**config.mk**
```make
export PLATFORM = sky130hd
export DESIGN_NAME = char_lcd_nibble_write_sequencer
export DESIGN_NICKNAME = d
export VERILOG_FILES = /design/src/rtl/lcdseq_pkg.sv /design/src/rtl/lcdseq_csr.sv /design/src/rtl/lcdseq_core.sv /design/src/rtl/lcdseq_out_buf.sv /design/src/rtl/char_lcd_nibble_write_sequencer.sv
export SDC_FILE = /design/constraint.sdc
export NUM_CORES = 1
export LEC_CHECK = 0
export BUFFER_PORTS_ARGS = -buffer_cell sky130_fd_sc_hd__clkbuf_2
export CAP_MARGIN = 20
export CORE_ASPECT_RATIO = 0.75
export CORE_UTILIZATION = 60
export DETAILED_ROUTE_END_ITERATION = 10
export PLACE_DENSITY = 0.88
export SLEW_MARGIN = 20
export SYNTH_ARGS = -nofsm -noshare
export SYNTH_HDL_FRONTEND = slang
export SYNTH_HIERARCHICAL = 1
export SYNTH_SLANG_ARGS = --single-unit
export TNS_END_PERCENT = 5
```
**constraint.sdc**
```tcl
create_clock -name clock -period 9.49 [get_ports clock]
set_input_delay 1.898 -clock clock [delete_from_list [all_inputs] [get_ports clock]]
set_output_delay 1.898 -clock clock [all_outputs]
set_load 0.005 [all_outputs]
```
**src/rtl/lcdseq_pkg.sv**
```systemverilog
// Shared types, constants and helpers for the character LCD nibble write sequencer.
// No dependencies; every module of the block imports this package.

package lcdseq_pkg;

   localparam int COUNT_WIDTH_DEFAULT = 20;
   localparam int PULSE_WIDTH         = 8;
   localparam int SHORT_WIDTH         = 16;
   localparam int LEN_WIDTH           = 20;
   localparam int CSR_INDEX_WIDTH     = 2;
   localparam int CSR_DATA_WIDTH      = 32;
   localparam int INIT_LEN            = 5;

   localparam logic [PULSE_WIDTH-1:0] PULSE_RESET = 8'd1;
   localparam logic [SHORT_WIDTH-1:0] SHORT_RESET = 16'd100;
   localparam logic [LEN_WIDTH-1:0]   LONG_RESET  = 20'd2000;
   localparam logic [LEN_WIDTH-1:0]   POWER_RESET = 20'd20000;

   localparam logic [7:0] INSTR_CLEAR = 8'h01;
   localparam logic [7:0] INSTR_HOME  = 8'h02;

   typedef enum logic [1:0] {
      CMD_TICK  = 2'd0,
      CMD_INSTR = 2'd1,
      CMD_DATA  = 2'd2,
      CMD_RSVD  = 2'd3
   } cmd_type;

   typedef enum logic [CSR_INDEX_WIDTH-1:0] {
      CSR_PULSE = 2'd0,
      CSR_SHORT = 2'd1,
      CSR_LONG  = 2'd2,
      CSR_POWER = 2'd3
   } csr_index_type;

   typedef struct packed {
      logic [1:0] cmd;
      logic [7:0] byte_value;
   } req_payload_type;

   typedef struct packed {
      logic       en_pin;
      logic       rs_pin;
      logic       rw_pin;
      logic [3:0] nibble_pins;
      logic       busy_res;
      logic       accepted;
   } rsp_payload_type;

   typedef struct packed {
      logic [PULSE_WIDTH-1:0] pulse_ticks;
      logic [SHORT_WIDTH-1:0] short_wait_ticks;
      logic [LEN_WIDTH-1:0]   long_wait_ticks;
      logic [LEN_WIDTH-1:0]   power_on_ticks;
   } cfg_type;

   // Power-up instruction bytes: 8-bit wake twice, 4-bit mode, 2 lines,
   // display on with cursor, clear.
   function automatic logic [7:0] init_byte(input logic [2:0] step);
      logic [7:0] b;
      b = 8'h00;
      case (step)
         3'd0:    b = 8'h33;
         3'd1:    b = 8'h32;
         3'd2:    b = 8'h28;
         3'd3:    b = 8'h0e;
         3'd4:    b = 8'h01;
         default: b = 8'h00;
      endcase
      return b;
   endfunction

endpackage

```
**src/rtl/lcdseq_csr.sv**
```systemverilog
// Configuration register file: pulse, settle and power-on durations.
// Depends on lcdseq_pkg.

module lcdseq_csr
   import lcdseq_pkg::*;
(
   input  logic                       clock,
   input  logic                       reset,
   input  logic                       csr_valid,
   output logic                       csr_ready,
   input  logic [CSR_INDEX_WIDTH-1:0] csr_index,
   input  logic [CSR_DATA_WIDTH-1:0]  csr_data,
   output cfg_type                    cfg
);

   cfg_type cfg_ff;
   cfg_type cfg_in;

   assign csr_ready = 1'b1;
   assign cfg       = cfg_ff;

   always_comb begin
      cfg_in = cfg_ff;
      if (csr_valid) begin
         unique case (csr_index_type'(csr_index))
            CSR_PULSE: cfg_in.pulse_ticks      = csr_data[PULSE_WIDTH-1:0];
            CSR_SHORT: cfg_in.short_wait_ticks = csr_data[SHORT_WIDTH-1:0];
            CSR_LONG:  cfg_in.long_wait_ticks  = csr_data[LEN_WIDTH-1:0];
            CSR_POWER: cfg_in.power_on_ticks   = csr_data[LEN_WIDTH-1:0];
            default:   cfg_in = cfg_ff;
         endcase
      end
   end

   always_ff @(posedge clock) begin
      if (reset) begin
         cfg_ff.pulse_ticks      <= PULSE_RESET;
         cfg_ff.short_wait_ticks <= SHORT_RESET;
         cfg_ff.long_wait_ticks  <= LONG_RESET;
         cfg_ff.power_on_ticks   <= POWER_RESET;
      end else begin
         cfg_ff <= cfg_in;
      end
   end

endmodule

```
**src/rtl/lcdseq_core.sv**
```systemverilog
// Sequencer state and per-tick pin computation; one tick per accepted transaction.
// Depends on lcdseq_pkg.

module lcdseq_core
   import lcdseq_pkg::*;
#(
   parameter int COUNT_WIDTH = COUNT_WIDTH_DEFAULT
) (
   input  logic            clock,
   input  logic            reset,
   input  logic            tick,
   input  req_payload_type req,
   input  cfg_type         cfg,
   output rsp_payload_type rsp
);

   localparam int CMP_W = (COUNT_WIDTH > LEN_WIDTH) ? COUNT_WIDTH : LEN_WIDTH;

   typedef enum logic [2:0] {
      PH_POWER  = 3'd0,
      PH_HI_EN  = 3'd1,
      PH_HI_GAP = 3'd2,
      PH_LO_EN  = 3'd3,
      PH_LO_GAP = 3'd4,
      PH_SETTLE = 3'd5,
      PH_IDLE   = 3'd6
   } phase_type;

   phase_type              phase_ff, phase_in, phase_cur;
   logic [COUNT_WIDTH-1:0] tick_count_ff, tick_count_in, count_cur, count_inc;
   logic [7:0]             held_byte_ff, held_byte_in, byte_cur;
   logic                   held_select_ff, held_select_in, select_cur;
   logic [2:0]             init_step_ff, init_step_in;
   logic                   take;
   logic [LEN_WIDTH-1:0]   length;
   logic                   done;
   logic                   load_init;

   always_comb begin
      take = (phase_ff == PH_IDLE) &&
             ((cmd_type'(req.cmd) == CMD_INSTR) || (cmd_type'(req.cmd) == CMD_DATA));

      phase_cur  = take ? PH_HI_EN : phase_ff;
      byte_cur   = take ? req.byte_value : held_byte_ff;
      select_cur = take ? (cmd_type'(req.cmd) == CMD_DATA) : held_select_ff;
      count_cur  = take ? '0 : tick_count_ff;

      rsp.en_pin      = (phase_cur == PH_HI_EN) || (phase_cur == PH_LO_EN);
      rsp.rs_pin      = select_cur;
      rsp.rw_pin      = 1'b0;
      rsp.nibble_pins = ((phase_cur == PH_HI_EN) || (phase_cur == PH_HI_GAP)) ?
                        byte_cur[7:4] : byte_cur[3:0];
      rsp.busy_res    = (phase_cur != PH_IDLE);
      rsp.accepted    = take;

      unique case (phase_cur)
         PH_POWER: length = cfg.power_on_ticks;
         PH_HI_EN, PH_HI_GAP, PH_LO_EN, PH_LO_GAP:
            length = LEN_WIDTH'(cfg.pulse_ticks);
         PH_SETTLE: begin
            if (!select_cur && ((byte_cur == INSTR_CLEAR) || (byte_cur == INSTR_HOME)))
               length = cfg.long_wait_ticks;
            else
               length = LEN_WIDTH'(cfg.short_wait_ticks);
         end
         default: length = LEN_WIDTH'(1);
      endcase

      // Saturate the counter; a zero length behaves as one since count_inc >= 1.
      count_inc = (&count_cur) ? count_cur : count_cur + COUNT_WIDTH'(1);
      done      = (CMP_W'(count_inc) >= CMP_W'(length)) || (&count_inc);

      phase_in       = phase_cur;
      held_byte_in   = byte_cur;
      held_select_in = select_cur;
      init_step_in   = init_step_ff;
      tick_count_in  = count_inc;
      load_init      = 1'b0;

      if (phase_cur == PH_IDLE) begin
         tick_count_in = '0;
      end else if (done) begin
         tick_count_in = '0;
         unique case (phase_cur)
            PH_POWER:  load_init = 1'b1;
            PH_HI_EN:  phase_in  = PH_HI_GAP;
            PH_HI_GAP: phase_in  = PH_LO_EN;
            PH_LO_EN:  phase_in  = PH_LO_GAP;
            PH_LO_GAP: phase_in  = PH_SETTLE;
            PH_SETTLE: begin
               if (init_step_ff < 3'(INIT_LEN)) load_init = 1'b1;
               else                             phase_in  = PH_IDLE;
            end
            default:   phase_in  = PH_IDLE;
         endcase
      end

      if (load_init) begin
         held_byte_in   = init_byte(init_step_ff);
         held_select_in = 1'b0;
         init_step_in   = init_step_ff + 3'd1;
         phase_in       = PH_HI_EN;
      end
   end

   always_ff @(posedge clock) begin
      if (reset) begin
         phase_ff       <= PH_POWER;
         tick_count_ff  <= '0;
         held_byte_ff   <= '0;
         held_select_ff <= 1'b0;
         init_step_ff   <= '0;
      end else if (tick) begin
         phase_ff       <= phase_in;
         tick_count_ff  <= tick_count_in;
         held_byte_ff   <= held_byte_in;
         held_select_ff <= held_select_in;
         init_step_ff   <= init_step_in;
      end
   end

endmodule

```
**src/rtl/lcdseq_out_buf.sv**
```systemverilog
// Result register with skid stage; parts the request side from a stalled receiver.
// Depends on lcdseq_pkg.

module lcdseq_out_buf
   import lcdseq_pkg::*;
(
   input  logic            clock,
   input  logic            reset,
   input  logic            push,
   input  rsp_payload_type push_data,
   output logic            can_push,
   output logic            rsp_valid,
   input  logic            rsp_ready,
   output rsp_payload_type rsp_data
);

   logic            main_valid_ff, skid_valid_ff;
   rsp_payload_type main_data_ff, skid_data_ff;
   logic            pop;

   assign can_push  = !skid_valid_ff;
   assign rsp_valid = main_valid_ff;
   assign rsp_data  = main_data_ff;
   assign pop       = main_valid_ff && rsp_ready;

   always_ff @(posedge clock) begin
      if (reset) begin
         main_valid_ff <= 1'b0;
         skid_valid_ff <= 1'b0;
      end else if (skid_valid_ff) begin
         if (pop) begin
            main_valid_ff <= 1'b1;
            skid_valid_ff <= 1'b0;
         end
      end else if (push) begin
         if (!main_valid_ff || pop) main_valid_ff <= 1'b1;
         else                       skid_valid_ff <= 1'b1;
      end else if (pop) begin
         main_valid_ff <= 1'b0;
      end
   end

   always_ff @(posedge clock) begin
      if (skid_valid_ff) begin
         if (pop) main_data_ff <= skid_data_ff;
      end else if (push) begin
         if (!main_valid_ff || pop) main_data_ff <= push_data;
         else                       skid_data_ff <= push_data;
      end
   end

endmodule

```
**src/rtl/char_lcd_nibble_write_sequencer.sv**
```systemverilog
// Top level of the character LCD 4-bit write sequencer.
// Depends on lcdseq_pkg, lcdseq_csr, lcdseq_core and lcdseq_out_buf.
//
// Usage:
//   req_*  : one transaction per time tick. cmd selects tick only, instruction
//            write or data write; byte_value is the byte to send.
//   rsp_*  : one transaction per request: EN, RS, RW, D7..D4 levels for that
//            tick, plus busy and whether the tick's write request was taken.
//   csr_*  : duration registers (pulse, short settle, long settle, power-on),
//            always ready; write them only while no tick is in flight.
// Output: the response for a tick is registered in the output buffer when the
//   request is taken. Throughput: one tick per cycle while req_ready is high,
//   set by the registered state update of the sequencer core.
// Reset: durations return to their defaults, the sequencer enters the
//   power-on wait and then sends the five init instructions by itself.
// Receiver stall: a two-entry output (result register plus skid) lets one more
//   tick in; req_ready then drops until the receiver drains it.

module char_lcd_nibble_write_sequencer
   import lcdseq_pkg::*;
#(
   parameter int COUNT_WIDTH = COUNT_WIDTH_DEFAULT
) (
   input  logic                       clock,
   input  logic                       reset,
   input  logic                       req_valid,
   output logic                       req_ready,
   input  req_payload_type            req_data,
   output logic                       rsp_valid,
   input  logic                       rsp_ready,
   output rsp_payload_type            rsp_data,
   input  logic                       csr_valid,
   output logic                       csr_ready,
   input  logic [CSR_INDEX_WIDTH-1:0] csr_index,
   input  logic [CSR_DATA_WIDTH-1:0]  csr_data
);

   cfg_type         cfg;
   rsp_payload_type core_rsp;
   logic            tick;

   assign tick = req_valid && req_ready;

   lcdseq_csr u_csr (
      .clock     (clock),
      .reset     (reset),
      .csr_valid (csr_valid),
      .csr_ready (csr_ready),
      .csr_index (csr_index),
      .csr_data  (csr_data),
      .cfg       (cfg)
   );

   lcdseq_core #(
      .COUNT_WIDTH (COUNT_WIDTH)
   ) u_core (
      .clock (clock),
      .reset (reset),
      .tick  (tick),
      .req   (req_data),
      .cfg   (cfg),
      .rsp   (core_rsp)
   );

   lcdseq_out_buf u_out_buf (
      .clock     (clock),
      .reset     (reset),
      .push      (tick),
      .push_data (core_rsp),
      .can_push  (req_ready),
      .rsp_valid (rsp_valid),
      .rsp_ready (rsp_ready),
      .rsp_data  (rsp_data)
   );

endmodule

```
# == Word-level counts from Yosys, hierarchy flattened ==
# Index checks and enable logic that the tools add are counted.
# word_totals
register_bits,118
latchBits,0
mem_bits_rw,0
romBits,0
inputBits,49
out_inout_bits,12
wordCells,114
n_memories,0
# op_classes
addsub,2
multipliers,0
div_mod_pow,0
magnitude_cmp,2
eq_ne,21
shifts,0
muxes,35
n_bitwise,2
reduce_logical,30
# ops
cell,count
$mux 20,5
$pmux 20 s3,1
$reduce_and 20->1,2
$mux 9,4
$pmux 6 s5,1
$add 20x1->20 const B,1
$ge 20x20->1,1
$pmux 3 s6,1
$mux 8,2
$eq 3x3->1 const B,5
$mux 3,5
$mux 1,14
$eq 3x2->1 const B,4
$reduce_and 2->1,5
$reduce_and 3->1,3
$eq 8x1->1 const B,1
$eq 8x2->1 const B,1
$eq 2x2->1 const B,3
$eq 3x1->1 const B,2
$logic_not 3->1,2
$logic_or 1x1->1,6
$reduce_bool 2->1,3
$eq 2x1->1 const B,2
$logic_and 1x1->1,4
other kinds (11),14

# == Depth between registers and ports, before layout ==
# logic_depth
word_depth,14
mapped_depth,26
ltp_nobuf,22

# == Cells and area by module ==
# The synthesis kept the hierarchy.
# modules_own_cells
module,n_inst,cells_per_inst,area_each_um2,seq_area_each_um2
lcdseq_core,1,428,3390.8,700.7
lcdseq_csr,1,251,2638.8,1281.2
lcdseq_out_buf,1,41,764.5,580.6
char_lcd_nibble_write_sequencer,1,1,6.3,0.0

# == Worst setup path after synthesis ==
# Ideal clock, no wire load.
# synth_path
path_kind,in2reg
start,in req_data[8] in the netlist's numbering
end,reg u_core.tick_count_ff[8]
setup_time_ps,60
arrival_ps,7080
required_ps,9430
setup_slack_ps,2350
stages,23
n_path_buf,4
cell_sequence,inv_1 ha_1 nand4bb_1 inv_2 clkbuf_1 mux2i_1 o211ai_1 nor3_1 clkbuf_1 mux2_2 a222oi_1 ha_1 o21a_1 nor2_1 nor4_1 o31a_1 a2111oi_0 o21ai_0 a41oi_2 and2_1 buf_6 buf_8 a22o_1
# synth_between
elab_chain_cells,13
elab_cells_between_ends,31
cone_classes,1 x add/sub; 1 x order compare; 10 x eq/ne; 9 x mux; 10 x reduce/logical
# synth_lines
element,line,text
start: declaration,char_lcd_nibble_write_sequencer.sv:28,"input req_payload_type req_data,"
branches (longest 12 deep; another with $add 20x1->20),-,
$mux 20 *,lcdseq_core.sv:80,if (phase_cur == PH_IDLE) begin
end signal: assignment,lcdseq_core.sv:115,tick_count_ff <= tick_count_in;
end: declaration,lcdseq_core.sv:30,"logic [COUNT_WIDTH-1:0] tick_count_ff, tick_count_in, count_cur, count_inc;"
# Every way passes the cells marked *.
# A chain may end at the register's enable or synchronous reset.

==> metrics <==
worst vdd ir=around 0.15 mV; PD cells=around 170 mW/mm2; unrepaired setup endpoints after global routing=no; clk_lat worst skew=between 0.4 and 0.5 ns; clock tree from TritonCTS=yes; Post-CTS Hold Buffers=0; Crit Path Max Fanout=33; Via Count=5718; IO Count=61; leak pwr=3.03 nW; Post-CTS Resized=0; Cell Area, Synth=a little under 0.007 mm2; Area Growth Syn to Fin=11.0%; Synth warnings=6; chip height=94.2 um; ANT nets after route=0; ys flop type=dfxtp_1; Post-Syn Area per Cell=9.43 um2; worst hold-check path type=register to register; kind of critical path=primary input to register; FF+latch count, synth=119; relative slew slack=approximately 37%; Initial Util=about three fifths; total track usage=roughly 29%; # Max-Cap Violations=0; nets@finish=around 820; most area-hungry cell type in the Yosys netlist=dfxtp_1; CP Launch Type=primary input; routability cong.=around 0.90; clock-pin slew on the worst setup and hold paths=approximately 0.050 ns; drt via density=around 6.4; final setup TNS=0 ns; Tcrit/Tclk final=about 83%; DR iter-0 viols=537; min Tclk post-route=~7.9 ns; full die area=0.0118 mm2; Yosys top cell area share=between 20% and 30%; layout cells sized above 1=15.8%; DRC errors left=4; initial antenna violation count=0; failing checks=design-rule violations; CTS max path bufs=2; number of global-route vias before repair=between 5000 and 6000; H-tree Lvls=4; CTS sink count=119; Synth async-reset ratio=0%; Hold Slack=between 0.4 and 0.5 ns; synthesized instance count=roughly 700; final setup fails=0; FMAX=around 0.13 GHz; HPWL Detailed=11.2 mm; cts bufs inserted=17; Ant. Diodes=0; CP endpoint kind=register; register area share after synthesis=about 38%; CTS root buffer=clkbuf_16; number of flops mapped to enable cells by yosys=18; count of port buffers added during placement=47; DRT Wirelength=roughly 17 mm; Setup Fix Bufs, Post-CTS=0; die width=125 um; floorplan core area=approximately 0.011 mm2; Synth cell types=73; run status=finished with violations; Required @ worst endpoint=roughly 9.8 ns; pin count of the biggest net entering global routing=between 100 and 150; row count=33; clock skew=approximately 0.013 ns; Slew Viols, Final=0; Initial DRT Pass Iterations=10; Mapped Nets=~800; Worst Max-Slew Pin Slew=around 0.94 ns; Final Hold Viols=0; gr ovfl total=0; top cells by area, synth=dfxtp_1 (30%), mux2i_1 (12%), edfxtp_1 (7.9%), nand2b_1 (6.9%), ha_1 (5.0%); first-pass GRT wire length=27.0 mm; crit path DAT=roughly 8.3 ns; wire length per cell=approximately 19 um
[cells in the mapped netlist, drive strengths merged (2+ instances only)]
library cell  count
a2111oi           4
a211oi            9
a21o              5
a21oi            33
a222oi            7
a22o             19
a22oi             6
a311oi            2
a31oi             2
a41oi             2
and2              9
and3              5
and3b             3
and4              4
buf              25
clkbuf           26
conb              2
dfxtp           101
edfxtp           18
ha               27
inv              14
mux2             18
mux2i            83
nand2            39
nand2b           75
nand3            21
nand3b            4
nand4             7
nor2             57
nor2b             5
nor3              8
nor4              9
o2111a            2
o211ai            6
o21a              2
o21ai            17
o31ai             3
o32ai             2
or3               4
or3b              2
or4               3
xnor2             7
xor2              9
[stage by stage]
step | power (mW) | std cells | util [%] | area, um2 | worst slack (ns)
floorplan | 0.611 | 721 | - | 6800 | 2.35
global route | 1.28 | 894 | 68.7 | 7550 | 1.11
CTS | 1.25 | 894 | 68.6 | 7540 | 1.72
global placement | 0.632 | 862 | 63.5 | 6970 | 1.53
finish | 1.25 | 894 | 68.7 | 7550 | 1.59
detailed placement | 0.639 | 862 | 63.5 | 6980 | 1.32
[report_power, final]
group / leakage, nW / switching, mW / total (mW) / internal (mW)
Clock: 0.265 / 0.231 / 0.614 / 0.384
Sequential: 0.988 / 0.0102 / 0.540 / 0.530
Combinational: 1.78 / 0.0521 / 0.0909 / 0.0388
[worst max-delay path: stages]
cell	delay (ns)
clkbuf_2	0.08
inv_1	0.03
ha_1	0.38
nand4bb_1	0.27
inv_2	0.53
mux2i_1	0.45
o211ai_1	0.23
nor3_2	0.32
buf_4	0.33
mux2_2	0.38
a222oi_1	0.47
ha_1	0.33
o21a_1	0.11
nor2_1	0.08
nor4_1	0.06
o31a_1	0.31
a2111oi_0	0.33
o21ai_0	0.25
a41oi_2	0.44
and2_1	0.69
a22o_1	0.26
[flip-flops by register name, summed over array words and instances, names as in the netlist]
register	cells
u_core/held_byte_ff	8
u_core/held_select_ff	1
u_core/init_step_ff	3
u_core/phase_ff	3
u_core/tick_count_ff	20
u_csr/cfg	64
u_out_buf/rsp_data	9
u_out_buf/rsp_valid	1
u_out_buf/skid_data_ff	9
u_out_buf/skid_valid_ff	1
[final cells by class]
class	count	area, um2
repair buffers	52	273
fillers	802	3440
flip-flops and latches	119	2560
well taps	140	175
multi-input cells	537	3920
clock inverters	13	131
clock buffers	19	433
inverters	14	52.6
[layer usage]
layer  vias to the layer above  track usage (%)  share of wire [%]
li1                       2669                -                  -
met1                      2699             36.1                 42
met2                       304             49.5                 48
met3                        46             6.26                8.0
met4                         0             13.6                2.4
met5                         -                0                  0
[cells by family after synthesis]
logic type                 share of synthesized area, %
and+or+nand+nor                                    20.8
AOI/OAI and AO/OA                                  14.2
DFF                                                37.7
muxes                                              15.2
buffers and inverters                              5.00
adders and majority gates                          4.97
xor gates and xnor gates                           2.06
other                                             0.110
[cell usage in the layout, fill, tap and decap left out, drive strengths merged, types with 6 or more instances in the layout]
cell and count:
dfxtp 101, mux2i 83, nand2b 75, clkbuf 66
nor2 57, nand2 39, a21oi 33, ha 27
nand3 21, a22o 19, mux2 18, edfxtp 18
o21ai 17, inv 15, and2 9, xor2 9
a211oi 9, nor4 9, nor3 8, xnor2 7
a222oi 7, nand4 7, o211ai 6, a22oi 6
[final timing paths]
kind	from	to	slack (ns)	cells past startpoint
worst max register to register	u_core/phase_ff[0]	u_core/tick_count_ff[10]	2.95	19
worst min-delay path	u_csr/cfg[37]	u_csr/cfg[37]	0.47	2
worst min register to register	u_csr/cfg[37]	u_csr/cfg[37]	0.47	2
worst max-delay path	req_data[8]	u_core/tick_count_ff[10]	1.59	21
Power figures use the tool's default switching activity.
